## config.mk

```make
export PLATFORM = sky130hd
export DESIGN_NAME = ansi_escape_console_parser_unit
export DESIGN_NICKNAME = d
export VERILOG_FILES = /design/src/rtl/ansi_ecp_pkg.sv /design/src/rtl/ansi_escape_console_parser_unit.sv /design/src/rtl/ansi_ecp_parser.sv /design/src/rtl/ansi_ecp_cursor.sv
export SDC_FILE = /design/constraint.sdc
export NUM_CORES = 1
export LEC_CHECK = 0
export BUFFER_PORTS_ARGS = -buffer_cell sky130_fd_sc_hd__buf_2
export CORE_MARGIN = 2
export CORE_UTILIZATION = 50
export CTS_BUF_LIST = sky130_fd_sc_hd__clkbuf_4 sky130_fd_sc_hd__clkbuf_8
export CTS_CLUSTER_SIZE = 25
export DETAILED_ROUTE_END_ITERATION = 6
export GPL_ROUTABILITY_DRIVEN = 0
export GPL_TIMING_DRIVEN = 0
export PLACE_DENSITY = 0.68
export SYNTH_ARGS = -nofsm -noshare
export SYNTH_HDL_FRONTEND = slang
export SYNTH_SLANG_ARGS = --single-unit
export TNS_END_PERCENT = 20
```

## constraint.sdc

```tcl
create_clock -name i_clk -period 9.5 [get_ports i_clk]
set_clock_uncertainty 0.15 [all_clocks]
set_input_delay 1.9 -clock i_clk [delete_from_list [all_inputs] [get_ports i_clk]]
set_output_delay 1.9 -clock i_clk [all_outputs]
set_load 0.05 [all_outputs]
```

## src/rtl/ansi_ecp_pkg.sv

```systemverilog
package ansi_ecp_pkg;

    // Argument accumulators and cursor coordinate storage widths.
    localparam int ARG_WIDTH   = 16;
    localparam int COORD_WIDTH = 8;
    // Cursor arithmetic width: room for an 8-bit screen size plus one carry bit.
    localparam int CALC_W      = ((COORD_WIDTH > 8) ? COORD_WIDTH : 8) + 1;

    localparam logic [ARG_WIDTH-1:0] ARG_MAX = {ARG_WIDTH{1'b1}};

    localparam logic [7:0] CH_BS     = 8'h08;
    localparam logic [7:0] CH_TAB    = 8'h09;
    localparam logic [7:0] CH_LF     = 8'h0A;
    localparam logic [7:0] CH_CR     = 8'h0D;
    localparam logic [7:0] CH_ESC    = 8'h1B;
    localparam logic [7:0] CH_SPACE  = 8'h20;
    localparam logic [7:0] CH_SEMI   = 8'h3B;
    localparam logic [7:0] CH_LBRACK = 8'h5B;
    localparam logic [7:0] CH_FIN_H  = 8'h48;
    localparam logic [7:0] CH_FIN_J  = 8'h4A;
    localparam logic [7:0] CH_FIN_M  = 8'h6D;
    localparam logic [7:0] CH_ZERO   = 8'h30;
    localparam logic [7:0] CH_NINE   = 8'h39;

    localparam logic [7:0] ATTR_RESET  = 8'h1F;
    localparam logic [7:0] WIDTH_RESET = 8'd80;
    localparam logic [7:0] HEIGHT_RESET = 8'd25;

    // Configuration register indexes.
    localparam logic CFG_SCREEN_WIDTH  = 1'b0;
    localparam logic CFG_SCREEN_HEIGHT = 1'b1;

    typedef enum logic [2:0] {
        PS_TEXT = 3'd0,
        PS_ESC  = 3'd1,
        PS_ARG1 = 3'd2,
        PS_ARG2 = 3'd3,
        PS_ARG3 = 3'd4
    } t_pstate;

    // Parser decision handed to the cursor unit.
    typedef struct packed {
        logic                 plain;
        logic                 clear;
        logic                 move;
        logic [ARG_WIDTH-1:0] row_arg;
        logic [ARG_WIDTH-1:0] col_arg;
    } t_pctl;

    // Cursor unit result fields.
    typedef struct packed {
        logic       draw_valid;
        logic [7:0] draw_char;
        logic [7:0] draw_col;
        logic [7:0] draw_row;
        logic [7:0] cursor_col;
        logic [7:0] cursor_row;
    } t_cres;

    function automatic logic [2:0] vga_map(input logic [2:0] c);
        logic [2:0] m;
        case (c)
            3'd0: m = 3'd0;
            3'd1: m = 3'd4;
            3'd2: m = 3'd2;
            3'd3: m = 3'd6;
            3'd4: m = 3'd1;
            3'd5: m = 3'd5;
            3'd6: m = 3'd3;
            default: m = 3'd7;
        endcase
        return m;
    endfunction

    function automatic logic [7:0] apply_attr(input logic [7:0] attr,
                                              input logic [ARG_WIDTH-1:0] code);
        logic [7:0]           a;
        logic [ARG_WIDTH-1:0] off;
        a   = attr;
        off = '0;
        if (code == ARG_WIDTH'(0)) begin
            a[3] = 1'b0;
        end else if (code == ARG_WIDTH'(1)) begin
            a[3] = 1'b1;
        end else if (code >= ARG_WIDTH'(30) && code <= ARG_WIDTH'(37)) begin
            off    = code - ARG_WIDTH'(30);
            a[2:0] = vga_map(off[2:0]);
        end else if (code >= ARG_WIDTH'(40) && code <= ARG_WIDTH'(47)) begin
            off    = code - ARG_WIDTH'(40);
            a[6:4] = vga_map(off[2:0]);
        end
        return a;
    endfunction

    // acc * 10 + digit, saturating at ARG_MAX.
    function automatic logic [ARG_WIDTH-1:0] add_digit(input logic [ARG_WIDTH-1:0] acc,
                                                       input logic [7:0] ch);
        logic [ARG_WIDTH+3:0] ext;
        logic [ARG_WIDTH+3:0] v;
        ext = {4'b0000, acc};
        v   = (ext << 3) + (ext << 1) + (ARG_WIDTH+4)'(ch[3:0]);
        if (|v[ARG_WIDTH+3:ARG_WIDTH]) begin
            return ARG_MAX;
        end
        return v[ARG_WIDTH-1:0];
    endfunction

endpackage

```

## src/rtl/ansi_escape_console_parser_unit.sv

```systemverilog
// Console escape parser: one byte in, one result out.
// An accepted byte waits in the input register until the result stage can take its result.
// Throughput: one byte per cycle while results drain; the input register can take one more
// byte while a result waits, and a stalled result stops input once that register is full.
// Reset (synchronous, active low): plain-text state, cursor at 0,0, attribute 0x1F,
// screen 80 by 25, both pipeline stages empty.
module ansi_escape_console_parser_unit (
    input  logic       i_clk,
    input  logic       i_rst_n,
    // configuration write port
    input  logic       i_cfg_wr_en,
    input  logic       i_cfg_index,
    input  logic [7:0] i_cfg_data,
    // byte request channel
    input  logic       i_in_valid,
    output logic       o_in_ready,
    input  logic [7:0] i_char_in,
    // result request channel
    output logic       o_out_valid,
    input  logic       i_out_ready,
    output logic       o_draw_valid,
    output logic [7:0] o_draw_char,
    output logic [7:0] o_draw_col,
    output logic [7:0] o_draw_row,
    output logic       o_clear_screen,
    output logic [7:0] o_cursor_col,
    output logic [7:0] o_cursor_row,
    output logic [7:0] o_text_attribute
);

    // Screen geometry registers.
    logic [7:0] r_width;
    logic [7:0] r_height;
    logic [7:0] width_eff;
    logic [7:0] height_eff;

    // Input stage: holds one accepted byte request.
    logic       r_in_valid;
    logic [7:0] r_char;

    // Result stage.
    logic                r_out_valid;
    ansi_ecp_pkg::t_cres r_res;
    logic                r_clear;
    logic [7:0]          r_attr;

    logic                advance;
    logic                proc;
    ansi_ecp_pkg::t_pctl ctl;
    ansi_ecp_pkg::t_cres cres;
    logic [7:0]          n_attr;

    always_ff @(posedge i_clk) begin
        if (!i_rst_n) begin
            r_width  <= ansi_ecp_pkg::WIDTH_RESET;
            r_height <= ansi_ecp_pkg::HEIGHT_RESET;
        end else if (i_cfg_wr_en) begin
            unique case (i_cfg_index)
                ansi_ecp_pkg::CFG_SCREEN_WIDTH:  r_width  <= i_cfg_data;
                ansi_ecp_pkg::CFG_SCREEN_HEIGHT: r_height <= i_cfg_data;
                default: ;
            endcase
        end
    end

    // A zero size behaves as a one-cell screen dimension.
    assign width_eff  = (r_width  == 8'd0) ? 8'd1 : r_width;
    assign height_eff = (r_height == 8'd0) ? 8'd1 : r_height;

    // The result stage can take a new result when empty or being drained.
    assign advance    = !r_out_valid || i_out_ready;
    // Process the held byte whenever the result stage frees up.
    assign proc       = r_in_valid && advance;
    // Refill the input stage when it is empty or emptying this cycle.
    assign o_in_ready = !r_in_valid || advance;

    always_ff @(posedge i_clk) begin
        if (!i_rst_n) begin
            r_in_valid <= 1'b0;
        end else if (o_in_ready) begin
            r_in_valid <= i_in_valid;
        end
    end

    always_ff @(posedge i_clk) begin
        if (o_in_ready && i_in_valid) begin
            r_char <= i_char_in;
        end
    end

    // Escape sequence state, argument accumulators and attribute byte.
    ansi_ecp_parser u_parser (
        .i_clk   (i_clk),
        .i_rst_n (i_rst_n),
        .i_en    (proc),
        .i_char  (r_char),
        .o_ctl   (ctl),
        .o_attr  (n_attr)
    );

    // Cursor tracking, wrap and clamp, draw request.
    ansi_ecp_cursor u_cursor (
        .i_clk    (i_clk),
        .i_rst_n  (i_rst_n),
        .i_en     (proc),
        .i_char   (r_char),
        .i_ctl    (ctl),
        .i_width  (width_eff),
        .i_height (height_eff),
        .o_res    (cres)
    );

    always_ff @(posedge i_clk) begin
        if (!i_rst_n) begin
            r_out_valid <= 1'b0;
        end else if (advance) begin
            r_out_valid <= r_in_valid;
        end
    end

    // Capture the result along with the state update; hold it while stalled.
    always_ff @(posedge i_clk) begin
        if (proc) begin
            r_res   <= cres;
            r_clear <= ctl.clear;
            r_attr  <= n_attr;
        end
    end

    assign o_out_valid      = r_out_valid;
    assign o_draw_valid     = r_res.draw_valid;
    assign o_draw_char      = r_res.draw_char;
    assign o_draw_col       = r_res.draw_col;
    assign o_draw_row       = r_res.draw_row;
    assign o_clear_screen   = r_clear;
    assign o_cursor_col     = r_res.cursor_col;
    assign o_cursor_row     = r_res.cursor_row;
    assign o_text_attribute = r_attr;

endmodule

```

## src/rtl/ansi_ecp_parser.sv

```systemverilog
module ansi_ecp_parser (
    input  logic                      i_clk,
    input  logic                      i_rst_n,
    input  logic                      i_en,
    input  logic [7:0]                i_char,
    output ansi_ecp_pkg::t_pctl       o_ctl,
    output logic [7:0]                o_attr
);

    ansi_ecp_pkg::t_pstate r_state, n_state;
    logic [ansi_ecp_pkg::ARG_WIDTH-1:0] r_arg1, n_arg1;
    logic [ansi_ecp_pkg::ARG_WIDTH-1:0] r_arg2, n_arg2;
    logic [ansi_ecp_pkg::ARG_WIDTH-1:0] r_arg3, n_arg3;
    logic [7:0] r_attr, n_attr;
    logic       is_digit;

    assign is_digit = (i_char >= ansi_ecp_pkg::CH_ZERO) && (i_char <= ansi_ecp_pkg::CH_NINE);

    always_ff @(posedge i_clk) begin
        if (!i_rst_n) begin
            r_state <= ansi_ecp_pkg::PS_TEXT;
            r_arg1  <= '0;
            r_arg2  <= '0;
            r_arg3  <= '0;
            r_attr  <= ansi_ecp_pkg::ATTR_RESET;
        end else if (i_en) begin
            r_state <= n_state;
            r_arg1  <= n_arg1;
            r_arg2  <= n_arg2;
            r_arg3  <= n_arg3;
            r_attr  <= n_attr;
        end
    end

    always_comb begin
        n_state       = r_state;
        n_arg1        = r_arg1;
        n_arg2        = r_arg2;
        n_arg3        = r_arg3;
        n_attr        = r_attr;
        o_ctl.plain   = 1'b0;
        o_ctl.clear   = 1'b0;
        o_ctl.move    = 1'b0;
        o_ctl.row_arg = r_arg1;
        o_ctl.col_arg = r_arg2;

        unique case (r_state)
            ansi_ecp_pkg::PS_ESC: begin
                if (i_char == ansi_ecp_pkg::CH_LBRACK) begin
                    n_state = ansi_ecp_pkg::PS_ARG1;
                    n_arg1  = '0;
                end else begin
                    n_state     = ansi_ecp_pkg::PS_TEXT;
                    o_ctl.plain = 1'b1;
                end
            end
            ansi_ecp_pkg::PS_ARG1: begin
                if (is_digit) begin
                    n_arg1 = ansi_ecp_pkg::add_digit(r_arg1, i_char);
                end else if (i_char == ansi_ecp_pkg::CH_SEMI) begin
                    n_state = ansi_ecp_pkg::PS_ARG2;
                    n_arg2  = '0;
                end else begin
                    n_state = ansi_ecp_pkg::PS_TEXT;
                    if (i_char == ansi_ecp_pkg::CH_FIN_J
                            && r_arg1 == ansi_ecp_pkg::ARG_WIDTH'(2)) begin
                        o_ctl.clear = 1'b1;
                    end else if (i_char == ansi_ecp_pkg::CH_FIN_M) begin
                        n_attr = ansi_ecp_pkg::apply_attr(r_attr, r_arg1);
                    end
                end
            end
            ansi_ecp_pkg::PS_ARG2: begin
                if (is_digit) begin
                    n_arg2 = ansi_ecp_pkg::add_digit(r_arg2, i_char);
                end else if (i_char == ansi_ecp_pkg::CH_SEMI) begin
                    n_state = ansi_ecp_pkg::PS_ARG3;
                    n_arg3  = '0;
                end else begin
                    n_state = ansi_ecp_pkg::PS_TEXT;
                    if (i_char == ansi_ecp_pkg::CH_FIN_H) begin
                        o_ctl.move = 1'b1;
                    end else if (i_char == ansi_ecp_pkg::CH_FIN_M) begin
                        n_attr = ansi_ecp_pkg::apply_attr(
                                     ansi_ecp_pkg::apply_attr(r_attr, r_arg1), r_arg2);
                    end
                end
            end
            ansi_ecp_pkg::PS_ARG3: begin
                if (is_digit) begin
                    n_arg3 = ansi_ecp_pkg::add_digit(r_arg3, i_char);
                end else begin
                    n_state = ansi_ecp_pkg::PS_TEXT;
                    if (i_char == ansi_ecp_pkg::CH_FIN_M) begin
                        n_attr = ansi_ecp_pkg::apply_attr(
                                     ansi_ecp_pkg::apply_attr(
                                         ansi_ecp_pkg::apply_attr(r_attr, r_arg1),
                                         r_arg2),
                                     r_arg3);
                    end
                end
            end
            default: begin
                n_state     = ansi_ecp_pkg::PS_TEXT;
                o_ctl.plain = 1'b1;
            end
        endcase

        // ESC in plain text opens a new sequence.
        if (o_ctl.plain && i_char == ansi_ecp_pkg::CH_ESC) begin
            n_state = ansi_ecp_pkg::PS_ESC;
        end
    end

    assign o_attr = n_attr;

endmodule

```

## src/rtl/ansi_ecp_cursor.sv

```systemverilog
module ansi_ecp_cursor (
    input  logic                i_clk,
    input  logic                i_rst_n,
    input  logic                i_en,
    input  logic [7:0]          i_char,
    input  ansi_ecp_pkg::t_pctl i_ctl,
    input  logic [7:0]          i_width,
    input  logic [7:0]          i_height,
    output ansi_ecp_pkg::t_cres o_res
);

    logic [ansi_ecp_pkg::COORD_WIDTH-1:0] r_col, n_col;
    logic [ansi_ecp_pkg::COORD_WIDTH-1:0] r_row, n_row;
    logic [ansi_ecp_pkg::CALC_W-1:0]      col, row, w_ext, h_ext;
    logic [ansi_ecp_pkg::CALC_W-1:0]      mv_col, mv_row;
    logic [ansi_ecp_pkg::CALC_W-1:0]      out_col, out_row;
    logic                                 draw;

    always_ff @(posedge i_clk) begin
        if (!i_rst_n) begin
            r_col <= '0;
            r_row <= '0;
        end else if (i_en) begin
            r_col <= n_col;
            r_row <= n_row;
        end
    end

    assign w_ext  = ansi_ecp_pkg::CALC_W'(i_width);
    assign h_ext  = ansi_ecp_pkg::CALC_W'(i_height);
    // A move target below the screen size always fits in 8 bits.
    assign mv_col = ansi_ecp_pkg::CALC_W'(i_ctl.col_arg[7:0]);
    assign mv_row = ansi_ecp_pkg::CALC_W'(i_ctl.row_arg[7:0]);

    always_comb begin
        col   = ansi_ecp_pkg::CALC_W'(r_col);
        row   = ansi_ecp_pkg::CALC_W'(r_row);
        n_col = r_col;
        n_row = r_row;
        draw  = 1'b0;

        if (i_ctl.clear) begin
            n_col = '0;
            n_row = '0;
        end else if (i_ctl.move) begin
            if (i_ctl.col_arg < ansi_ecp_pkg::ARG_WIDTH'(i_width)) begin
                n_col = mv_col[ansi_ecp_pkg::COORD_WIDTH-1:0];
            end
            if (i_ctl.row_arg < ansi_ecp_pkg::ARG_WIDTH'(i_height)) begin
                n_row = mv_row[ansi_ecp_pkg::COORD_WIDTH-1:0];
            end
        end else if (i_ctl.plain && i_char != ansi_ecp_pkg::CH_ESC) begin
            case (i_char)
                ansi_ecp_pkg::CH_BS: begin
                    if (col != '0) begin
                        col = col - ansi_ecp_pkg::CALC_W'(1);
                    end
                end
                ansi_ecp_pkg::CH_TAB: begin
                    col = {col[ansi_ecp_pkg::CALC_W-1:3] + (ansi_ecp_pkg::CALC_W-3)'(1), 3'b000};
                end
                ansi_ecp_pkg::CH_CR: begin
                    col = '0;
                end
                ansi_ecp_pkg::CH_LF: begin
                    col = '0;
                    row = row + ansi_ecp_pkg::CALC_W'(1);
                end
                default: begin
                    if (i_char >= ansi_ecp_pkg::CH_SPACE) begin
                        draw = 1'b1;
                        col  = col + ansi_ecp_pkg::CALC_W'(1);
                    end
                end
            endcase
            // wrap at the right edge, clamp at the last line
            if (col >= w_ext) begin
                col = '0;
                row = row + ansi_ecp_pkg::CALC_W'(1);
            end
            if (row >= h_ext) begin
                row = h_ext - ansi_ecp_pkg::CALC_W'(1);
            end
            n_col = col[ansi_ecp_pkg::COORD_WIDTH-1:0];
            n_row = row[ansi_ecp_pkg::COORD_WIDTH-1:0];
        end
    end

    assign out_col = ansi_ecp_pkg::CALC_W'(n_col);
    assign out_row = ansi_ecp_pkg::CALC_W'(n_row);

    always_comb begin
        o_res.draw_valid = draw;
        o_res.draw_char  = draw ? i_char : 8'h00;
        o_res.draw_col   = draw ? r_col : 8'h00;
        o_res.draw_row   = draw ? r_row : 8'h00;
        o_res.cursor_col = out_col[7:0];
        o_res.cursor_row = out_row[7:0];
    end

endmodule
```

==> Implementation_results.wiki, run 1 <==
{| class="wikitable"
! Metric !! Value
|-
| Status || finished, final reports clean
|-
| Busiest layer in global routing || met2
|-
| Setup repair after global routing missed its margin || false
|-
| CTS Buf Count || 17
|-
| Post-synth ARST share || 0%
|-
| Standard-cell row count || 54
|-
| Fillers || 2,067
|-
| Met2 Usage GRT || 40.8%
|-
| Aggregate global routing overflow || 0
|-
| WL per Instance || 18.4 um
|-
| Total wire length || 30,200 um
|-
| Worst Max-Slew Pin Slew || 1.29 ns
|-
| Cell with the most instances after synthesis || sky130_fd_sc_hd__ha_1
|-
| Worst Path Required || 9.51 ns
|-
| Setup TNS || 0 ns
|-
| Critical Path Source Type || register
|-
| Sequential share of power || 52.1%
|-
| Initial antenna violation count || 0
|-
| Power density relative to cell area || 109 mW/mm^2
|-
| Detailed-route via count || 10.1k
|-
| Master cell of the clock root buffer || sky130_fd_sc_hd__clkbuf_8
|-
| Worst vdd rail ir drop || 0.0768 mV
|-
| Share of final-layout standard cells stronger than drive strength 1 || 9.74%
|-
| Iter 0 DRT Violations || 685
|-
| Number of enable flip-flop cells after synthesis || 57
|-
| Met3 track utilization from global routing || 5.22%
|-
| Number of nets produced by synthesis || 1,425
|-
| Synth warnings || 0
|-
| Leak Pwr || 5.56 nW
|-
| Clock tree sinks || 149
|-
| Synth-to-layout area growth || 9.94%
|-
| Top-level I/O count || 74
|-
| Vias in the first global route || 9,498
|-
| Half-perimeter wire length after detailed placement || 23,000 um
|-
| Area of the core || 0.0219 sq mm
|-
| Number of setup violations in the final report || 0
|-
| Largest area contributor in the netlist || sky130_fd_sc_hd__dfxtp_1
|-
| Met1 Track Usage GR || 35.4%
|-
| Clock share of power || 36.5%
|-
| Yosys reg bits || 149
|-
| Area share of the leading cell type in the synthesized netlist || 16.5%
|-
| Net count of the finished layout || 1,516
|-
| Max-slew violations || 0
|-
| Headroom to the max-slew limit || 12.9%
|-
| Maximum number of pins on one net before global-route repair || 31
|-
| Combinational share of power || 11.3%
|-
| Placed instance area || 0.0119 sq mm
|-
| Post-cts repair resize count || 0
|-
| Die height || 153 um
|-
| Fraction of the cycle the final worst path needs || 73.0%
|-
| Internal power component || 0.000949 W
|-
| Sort of element at the end of the critical path || register
|-
| # Post-CTS Setup Buffers || 0
|-
| Count of hold buffers inserted by post-cts repair || 0
|-
| First drt pass iteration count || 5
|-
| H-tree depth reported by CTS || 4
|-
| Most frequent cells after synthesis || sky130_fd_sc_hd__ha_1, sky130_fd_sc_hd__nand2_1, sky130_fd_sc_hd__dfxtp_1
|-
| Syn Area/Cell || 8.85 sq um
|-
| Initial core utilization || 51.0%
|-
| FMAX || 144 MHz
|-
| Summed area of non-filler cells in the final layout || 0.0123 sq mm
|-
| Area of the mapped netlist || 0.0112 sq mm
|-
| Reported max-cap violation count || 0
|-
| Total power draw || 0.00133 W
|-
| Area of the die || 0.0235 sq mm
|-
| Clk buf depth || 2
|-
| Number of cells produced by synthesis || 1,262
|-
| Arrival time of data at the critical path endpoint || 6.95 ns
|-
| Clock-pin slew on the worst setup and hold paths || 0.09 ns
|-
| Kind of critical path || reg -> reg
|-
| CP startpoint || r_char[3]
|-
| Number of port buffers || 71
|-
| Worst-path maximum fanout || 10
|-
| Net switching component of the power || 0.000384 W
|-
| Wire length of the first global-routing pass || 49,100 um
|-
| Switching fraction of total power || 28.8%
|-
| Type of the tightest min-delay check || reg -> reg
|-
| Number of distinct library cells after synthesis || 84
|-
| Antenna-violating nets left || 0
|-
| Die width || 153 um
|-
| Worst flop-to-flop path endpoint || o_cursor_row[1]
|-
| Min cycle time layout || 6.94 ns
|-
| Biggest area contributors in the synthesized netlist || sky130_fd_sc_hd__dfxtp_1, sky130_fd_sc_hd__edfxtp_1, sky130_fd_sc_hd__ha_1
|-
| Endpoints failing hold || 0
|-
| Post-detailed-route DRC marker count || 0
|-
| Antenna diode count || 0
|-
| Main flop type after synthesis || sky130_fd_sc_hd__dfxtp_1
|-
| CTS tree || built
|-
| Multi-input gate area || 0.00720 sq mm
|-
| Number of cells on the worst reg-to-reg path || 21
|-
| Average via count per standard cell || 6.12
|-
| Clock latency at the later pin of the worst-skew pair || 0.47 ns
|-
| Register area share after synthesis || 31.8%
|-
| Area used by sequential logic in the layout || 0.00355 sq mm
|-
| R2R Setup Slk || 2.56 ns
|-
| Global routing usage summed across all routing layers || 25.7%
|-
| Origin of the critical flop-to-flop path || r_char[3]
|-
| CP endpoint || o_cursor_row[1]
|}
[cell families (layout without fill, tap and decap cells)]
kind of cell               count (synthesis)  count (layout)  share of synthesized area [%]
and+or+nand+nor                          445             445                           19.9
adders and majority gates                141             141                           16.2
xor gates and xnor gates                  56              56                           4.39
buffers and inverters                    104             208                           3.69
AOI/OAI and AO/OA                        351             351                           22.6
muxes                                     15              15                           1.38
DFF                                      149             149                           31.8
other                                      1               1                         0.0336
[power by group through the flow]
stage	Sequential, W	Clock [W]	Combinational, W
final	0.000695	0.000487	0.000151
after global routing	0.000697	0.000523	0.000163
after CTS	0.000694	0.000493	0.000150
after detailed placement	0.000709	0	0.000149
after global placement	0.000710	0	0.000146
after floorplan	0.000736	0	0.0000761
[worst min path at each step]
| stage | from | endpoint | depth (start not counted) |
|---|---|---|---|
| 6_report | r_width[0] | r_width[0] | 2 |
| 3_5_place_dp | r_width[0] | r_width[0] | 2 |
| 5_1_grt | r_width[2] | r_width[2] | 2 |
| 2_1_floorplan | r_width[0] | r_width[0] | 2 |
| 3_3_place_gp | r_width[0] | r_width[0] | 2 |
| 4_1_cts | r_width[0] | r_width[0] | 2 |
[worst max-delay path, stage by stage, from the launching register on]
cell                       delay, ns
sky130_fd_sc_hd__edfxtp_1       0.75
sky130_fd_sc_hd__nor4bb_1       0.89
sky130_fd_sc_hd__nand2_1        0.21
sky130_fd_sc_hd__nand2_1        0.15
sky130_fd_sc_hd__a21oi_1        0.07
sky130_fd_sc_hd__o21ai_0        0.46
sky130_fd_sc_hd__ha_1           0.35
sky130_fd_sc_hd__o21a_1         0.18
sky130_fd_sc_hd__o221ai_1       0.26
sky130_fd_sc_hd__nand3_1        0.18
sky130_fd_sc_hd__buf_2          0.22
sky130_fd_sc_hd__nand3_1        0.12
sky130_fd_sc_hd__xor2_1         0.26
sky130_fd_sc_hd__ha_1           0.30
sky130_fd_sc_hd__o211a_1        0.22
sky130_fd_sc_hd__a221oi_1       0.44
sky130_fd_sc_hd__o211ai_1       0.19
sky130_fd_sc_hd__a41oi_1        0.36
sky130_fd_sc_hd__buf_2          0.29
sky130_fd_sc_hd__nor2_1         0.07
sky130_fd_sc_hd__a211oi_1       0.35
sky130_fd_sc_hd__nor3_1         0.15
[layout by cell type (no fill, tap or decap), types with 14 or more instances in the layout]
cell type / synthesis / final
sky130_fd_sc_hd__a211oi_1: 15 / 15
sky130_fd_sc_hd__a21o_1: 15 / 15
sky130_fd_sc_hd__a21oi_1: 74 / 74
sky130_fd_sc_hd__a221o_1: 39 / 39
sky130_fd_sc_hd__a22oi_1: 20 / 20
sky130_fd_sc_hd__a31oi_1: 16 / 16
sky130_fd_sc_hd__and3_1: 34 / 34
sky130_fd_sc_hd__buf_2: 5 / 76
sky130_fd_sc_hd__clkbuf_1: 48 / 47
sky130_fd_sc_hd__clkbuf_8: 0 / 19
sky130_fd_sc_hd__dfxtp_1: 92 / 92
sky130_fd_sc_hd__edfxtp_1: 57 / 57
sky130_fd_sc_hd__ha_1: 135 / 135
sky130_fd_sc_hd__inv_1: 47 / 47
sky130_fd_sc_hd__nand2_1: 132 / 132
sky130_fd_sc_hd__nand2b_1: 16 / 16
sky130_fd_sc_hd__nand3_1: 37 / 37
sky130_fd_sc_hd__nand4_1: 18 / 18
sky130_fd_sc_hd__nor2_1: 91 / 91
sky130_fd_sc_hd__nor2b_1: 15 / 15
sky130_fd_sc_hd__nor3_1: 32 / 32
sky130_fd_sc_hd__nor4_1: 15 / 15
sky130_fd_sc_hd__o21ai_0: 53 / 53
sky130_fd_sc_hd__or3_1: 14 / 14
sky130_fd_sc_hd__xnor2_1: 34 / 34
sky130_fd_sc_hd__xor2_1: 22 / 22
[metal layers]
| metal | vias up | routed length [um] |
|---|---|---|
| li1 | 4961 | - |
| met1 | 4698 | 13700 |
| met2 | 363 | 13600 |
| met3 | 54 | 2130 |
| met4 | 0 | 757 |
| met5 | - | 0 |
[flip-flops by register name, indices dropped and copies added (netlist names), 8 cells and up]
| signal | cells |
|---|---|
| o_cursor_col | 8 |
| u_cursor.r_col | 8 |
| o_draw_row | 8 |
| o_draw_char | 8 |
| o_draw_col | 8 |
| u_parser.r_arg3 | 16 |
| r_height | 8 |
| r_width | 8 |
| u_parser.r_arg2 | 16 |
| r_char | 8 |
| o_cursor_row | 8 |
| u_cursor.r_row | 8 |
| u_parser.r_arg1 | 16 |
[per-stage QoR]
step	worst slack (ns)	hold slack [ns]	std cells	utilization, %
3_3_place_gp	2.80	0.312	1613	54.2
6_report	2.56	0.334	1646	56.1
3_5_place_dp	2.76	0.317	1614	54.3
2_1_floorplan	4.28	0.293	1262	-
5_1_grt	2.10	0.371	1646	56.1
4_1_cts	2.72	0.329	1646	56.1
[layout make-up]
type,instances,area share [%]
flip-flops and latches,149,29.0
repair buffers,72,3.06
multi-input cells,1009,58.7
well taps,280,2.85
clock inverters,13,0.989
inverters,48,1.47
clock buffers,19,2.13
plain buffers,56,1.90
No activity file was read; power rests on OpenSTA's default activity.
==> run 2: changes to the inputs <==
clock period = 7.08 ns   (was 9.5 ns; I/O delays follow)
==> Implementation_results.wiki, run 2 (synthesized netlist as in run 1, its figures left out) <==
{| class="wikitable"
! Metric !! Value
|-
| Status || finished, final reports clean (unchanged)
|-
| Most used cells in the layout excluding fill and tap cells || sky130_fd_sc_hd__ha_1, sky130_fd_sc_hd__nand2_1, sky130_fd_sc_hd__dfxtp_1 (unchanged)
|-
| Clock tree sinks || 149 (unchanged)
|-
| Top-level I/O count || 74 (unchanged)
|-
| Sort of element at the end of the critical path || register (unchanged)
|-
| Number of cells after detailed placement || 1,614 (unchanged)
|-
| Worst vdd rail ir drop || 0.103 mV (was 0.0768 mV)
|-
| Worst-path maximum fanout || 10 (unchanged)
|-
| Maximum number of pins on one net before global-route repair || 31 (unchanged)
|-
| Standard-cell row count || 54 (unchanged)
|-
| Area of the die || 0.0235 sq mm (unchanged)
|-
| Critical Path Source Type || register (unchanged)
|-
| Number of port buffers || 71 (unchanged)
|-
| Half-perimeter wire length after detailed placement || 23,000 um (unchanged)
|-
| Clock latency at the later pin of the worst-skew pair || 0.47 ns (about the same)
|-
| Initial antenna violation count || 0 (unchanged)
|-
| Wire length of the first global-routing pass || 49,100 um (unchanged)
|-
| Aggregate global routing overflow || 0 (unchanged)
|-
| Most common cell after layout, fill and taps aside || sky130_fd_sc_hd__ha_1 (unchanged)
|-
| Post-detailed-route DRC marker count || 0 (unchanged)
|-
| Die height || 153 um (unchanged)
|-
| WL per Instance || 18.4 um (about the same)
|-
| Power density relative to cell area || 146 mW/mm^2 (was 109 mW/mm^2)
|-
| Critical hold path startpoint || r_width[0] (unchanged)
|-
| Number of setup violations in the final report || 0 (unchanged)
|-
| Multi-input gate area || 0.00724 sq mm (was 0.00720 sq mm)
|-
| Area used by sequential logic in the layout || 0.00355 sq mm (unchanged)
|-
| Worst Max-Slew Pin Slew || 1.28 ns (was 1.29 ns)
|-
| Endpoints failing hold || 0 (unchanged)
|-
| First drt pass iteration count || 5 (unchanged)
|-
| Largest registers || u_parser.r_arg1 (16), u_parser.r_arg2 (16), u_parser.r_arg3 (16) (unchanged)
|-
| Total wire length || 30,300 um (was 30,200 um)
|-
| CP startpoint || r_char[2] (was r_char[3])
|-
| Antenna diode count || 0 (unchanged)
|-
| Iter 0 DRT Violations || 747 (was 685)
|-
| Finished Layout Cells || 1,647 (was 1,646)
|-
| Leak Pwr || 5.57 nW (was 5.56 nW)
|-
| Cell-by-cell trace of the critical path || clkbuf_1 -> nor4_2 -> and3b_1 -> nand2_1 -> o2111a_1 -> a31oi_2 -> ha_1 -> nand4_1 -> o21ai_0 -> o221ai_1 -> nand3_1 -> buf_2 -> nand3_1 -> xor2_1 -> ha_1 -> o211a_1 -> a221oi_1 -> o211ai_1 -> a41oi_2 -> buf_2 -> nor2_1 -> a211oi_1 -> nor3_1 (was nor4bb_1 -> nand2_1 -> nand2_1 -> a21oi_1 -> o21ai_0 -> ha_1 -> o21a_1 -> o221ai_1 -> nand3_1 -> buf_2 -> nand3_1 -> xor2_1 -> ha_1 -> o211a_1 -> a221oi_1 -> o211ai_1 -> a41oi_1 -> buf_2 -> nor2_1 -> a211oi_1 -> nor3_1)
|-
| Clk buf depth || 2 (unchanged)
|-
| Detailed-route via count || 10.1k (about the same)
|-
| Die width || 153 um (unchanged)
|-
| Critical-path top delay cell || sky130_fd_sc_hd__edfxtp_1 (was sky130_fd_sc_hd__nor4bb_1)
|-
| H-tree depth reported by CTS || 4 (unchanged)
|-
| Fraction of the cycle the final worst path needs || 93.8% (was 73.0%)
|-
| Max-slew violations || 0 (unchanged)
|-
| Arrival time of data at the critical path endpoint || 6.65 ns (was 6.95 ns)
|-
| Average via count per standard cell || 6.13 (was 6.12)
|-
| Antenna-violating nets left || 0 (unchanged)
|-
| Master cell of the clock root buffer || sky130_fd_sc_hd__clkbuf_8 (unchanged)
|-
| Headroom to the max-slew limit || 13.6% (was 12.9%)
|-
| Share of final-layout standard cells stronger than drive strength 1 || 10.2% (was 9.74%)
|-
| CTS tree || built (unchanged)
|-
| Area of the core || 0.0219 sq mm (unchanged)
|-
| Fillers || 2,067 (unchanged)
|-
| Synth-to-layout area growth || 10.4% (was 9.94%)
|-
| Kind of critical path || reg -> reg (unchanged)
|-
| Type of the tightest min-delay check || reg -> reg (unchanged)
|-
| CTS Buf Count || 17 (unchanged)
|-
| Global routing usage summed across all routing layers || 25.7% (unchanged)
|-
| Worst path max stage delay || 0.57 ns (was 0.89 ns)
|-
| Clock-pin slew on the worst setup and hold paths || 0.09 ns (about the same)
|-
| Net count of the finished layout || 1,517 (was 1,516)
|-
| Setup TNS || 0 ns (unchanged)
|-
| Total power draw || 0.00179 W (was 0.00133 W)
|-
| Origin of the critical flop-to-flop path || r_char[2] (was r_char[3])
|-
| Initial core utilization || 51.0% (unchanged)
|-
| Min cycle time layout || 6.64 ns (was 6.94 ns)
|-
| Worst Path Required || 7.09 ns (was 9.51 ns)
|-
| Setup repair after global routing missed its margin || false (unchanged)
|-
| FMAX || 151 MHz (was 144 MHz)
|-
| Reported max-cap violation count || 0 (unchanged)
|-
| Vias in the first global route || 9,498 (unchanged)
|}
[run 2: repair_timing]
item / CTS / global route
endpoints found under the setup margin: 0 / 6
resized for setup: 0 / 8
hold buffers: 0 / 0
setup buffers: 0 / 1
[run 2: per-stage QoR]
stage	cell area [sq um]	hold WS, ns	setup slack (ns)	util [%]
2_1_floorplan	11200	0.293	1.86	-
6_report	12300	0.332	0.441	56.3
3_5_place_dp	11900	0.317	0.342	54.3
4_1_cts	12300	0.329	0.300	56.1
3_3_place_gp	11900	0.312	0.376	54.2
5_1_grt	12300	0.371	0.0410	56.3
[run 2: final cells by class]
cell class,count,area share [%]
buffer,56,1.89
clock buffer,19,2.12
clock inverter,13,0.985
inverter,48,1.46
multi-input combinational,1009,58.8
sequential,149,28.8
tap,280,2.84
timing repair buffer,73,3.11
[run 2: routing by layer]
layer | GRT usage, % | wire length (um) | vias up
li1 | - | - | 4967
met1 | 35.4 | 13700 | 4727
met2 | 40.8 | 13700 | 351
met3 | 5.22 | 2240 | 47
met4 | 8.04 | 701 | 0
met5 | 0 | 0 | -
[run 2: power by group]
group / internal [W] / switching [W]
logic: 0.0000607 / 0.000143
clock network: 0.000300 / 0.000357
registers: 0.000914 / 0.0000191
[run 2: worst paths after layout]
| kind | end | slack, ns | cells after the start |
|---|---|---|---|
| setup / recovery | o_cursor_row[1] | 0.44 | 23 |
| hold / removal | r_width[0] | 0.33 | 2 |
| setup reg to reg | o_cursor_row[1] | 0.44 | 23 |
| hold reg to reg | r_width[0] | 0.33 | 2 |
[run 2: critical path, delay by kind of cell (launching register included)]
| family | cells | cell delay [ns] |
|---|---|---|
| AOI/OAI and AO/OA | 9 | 2.40 |
| adders and majority gates | 2 | 0.60 |
| buffers and inverters | 3 | 0.78 |
| xor gates and xnor gates | 1 | 0.26 |
| and+or+nand+nor | 8 | 1.56 |
| DFF | 1 | 0.57 |
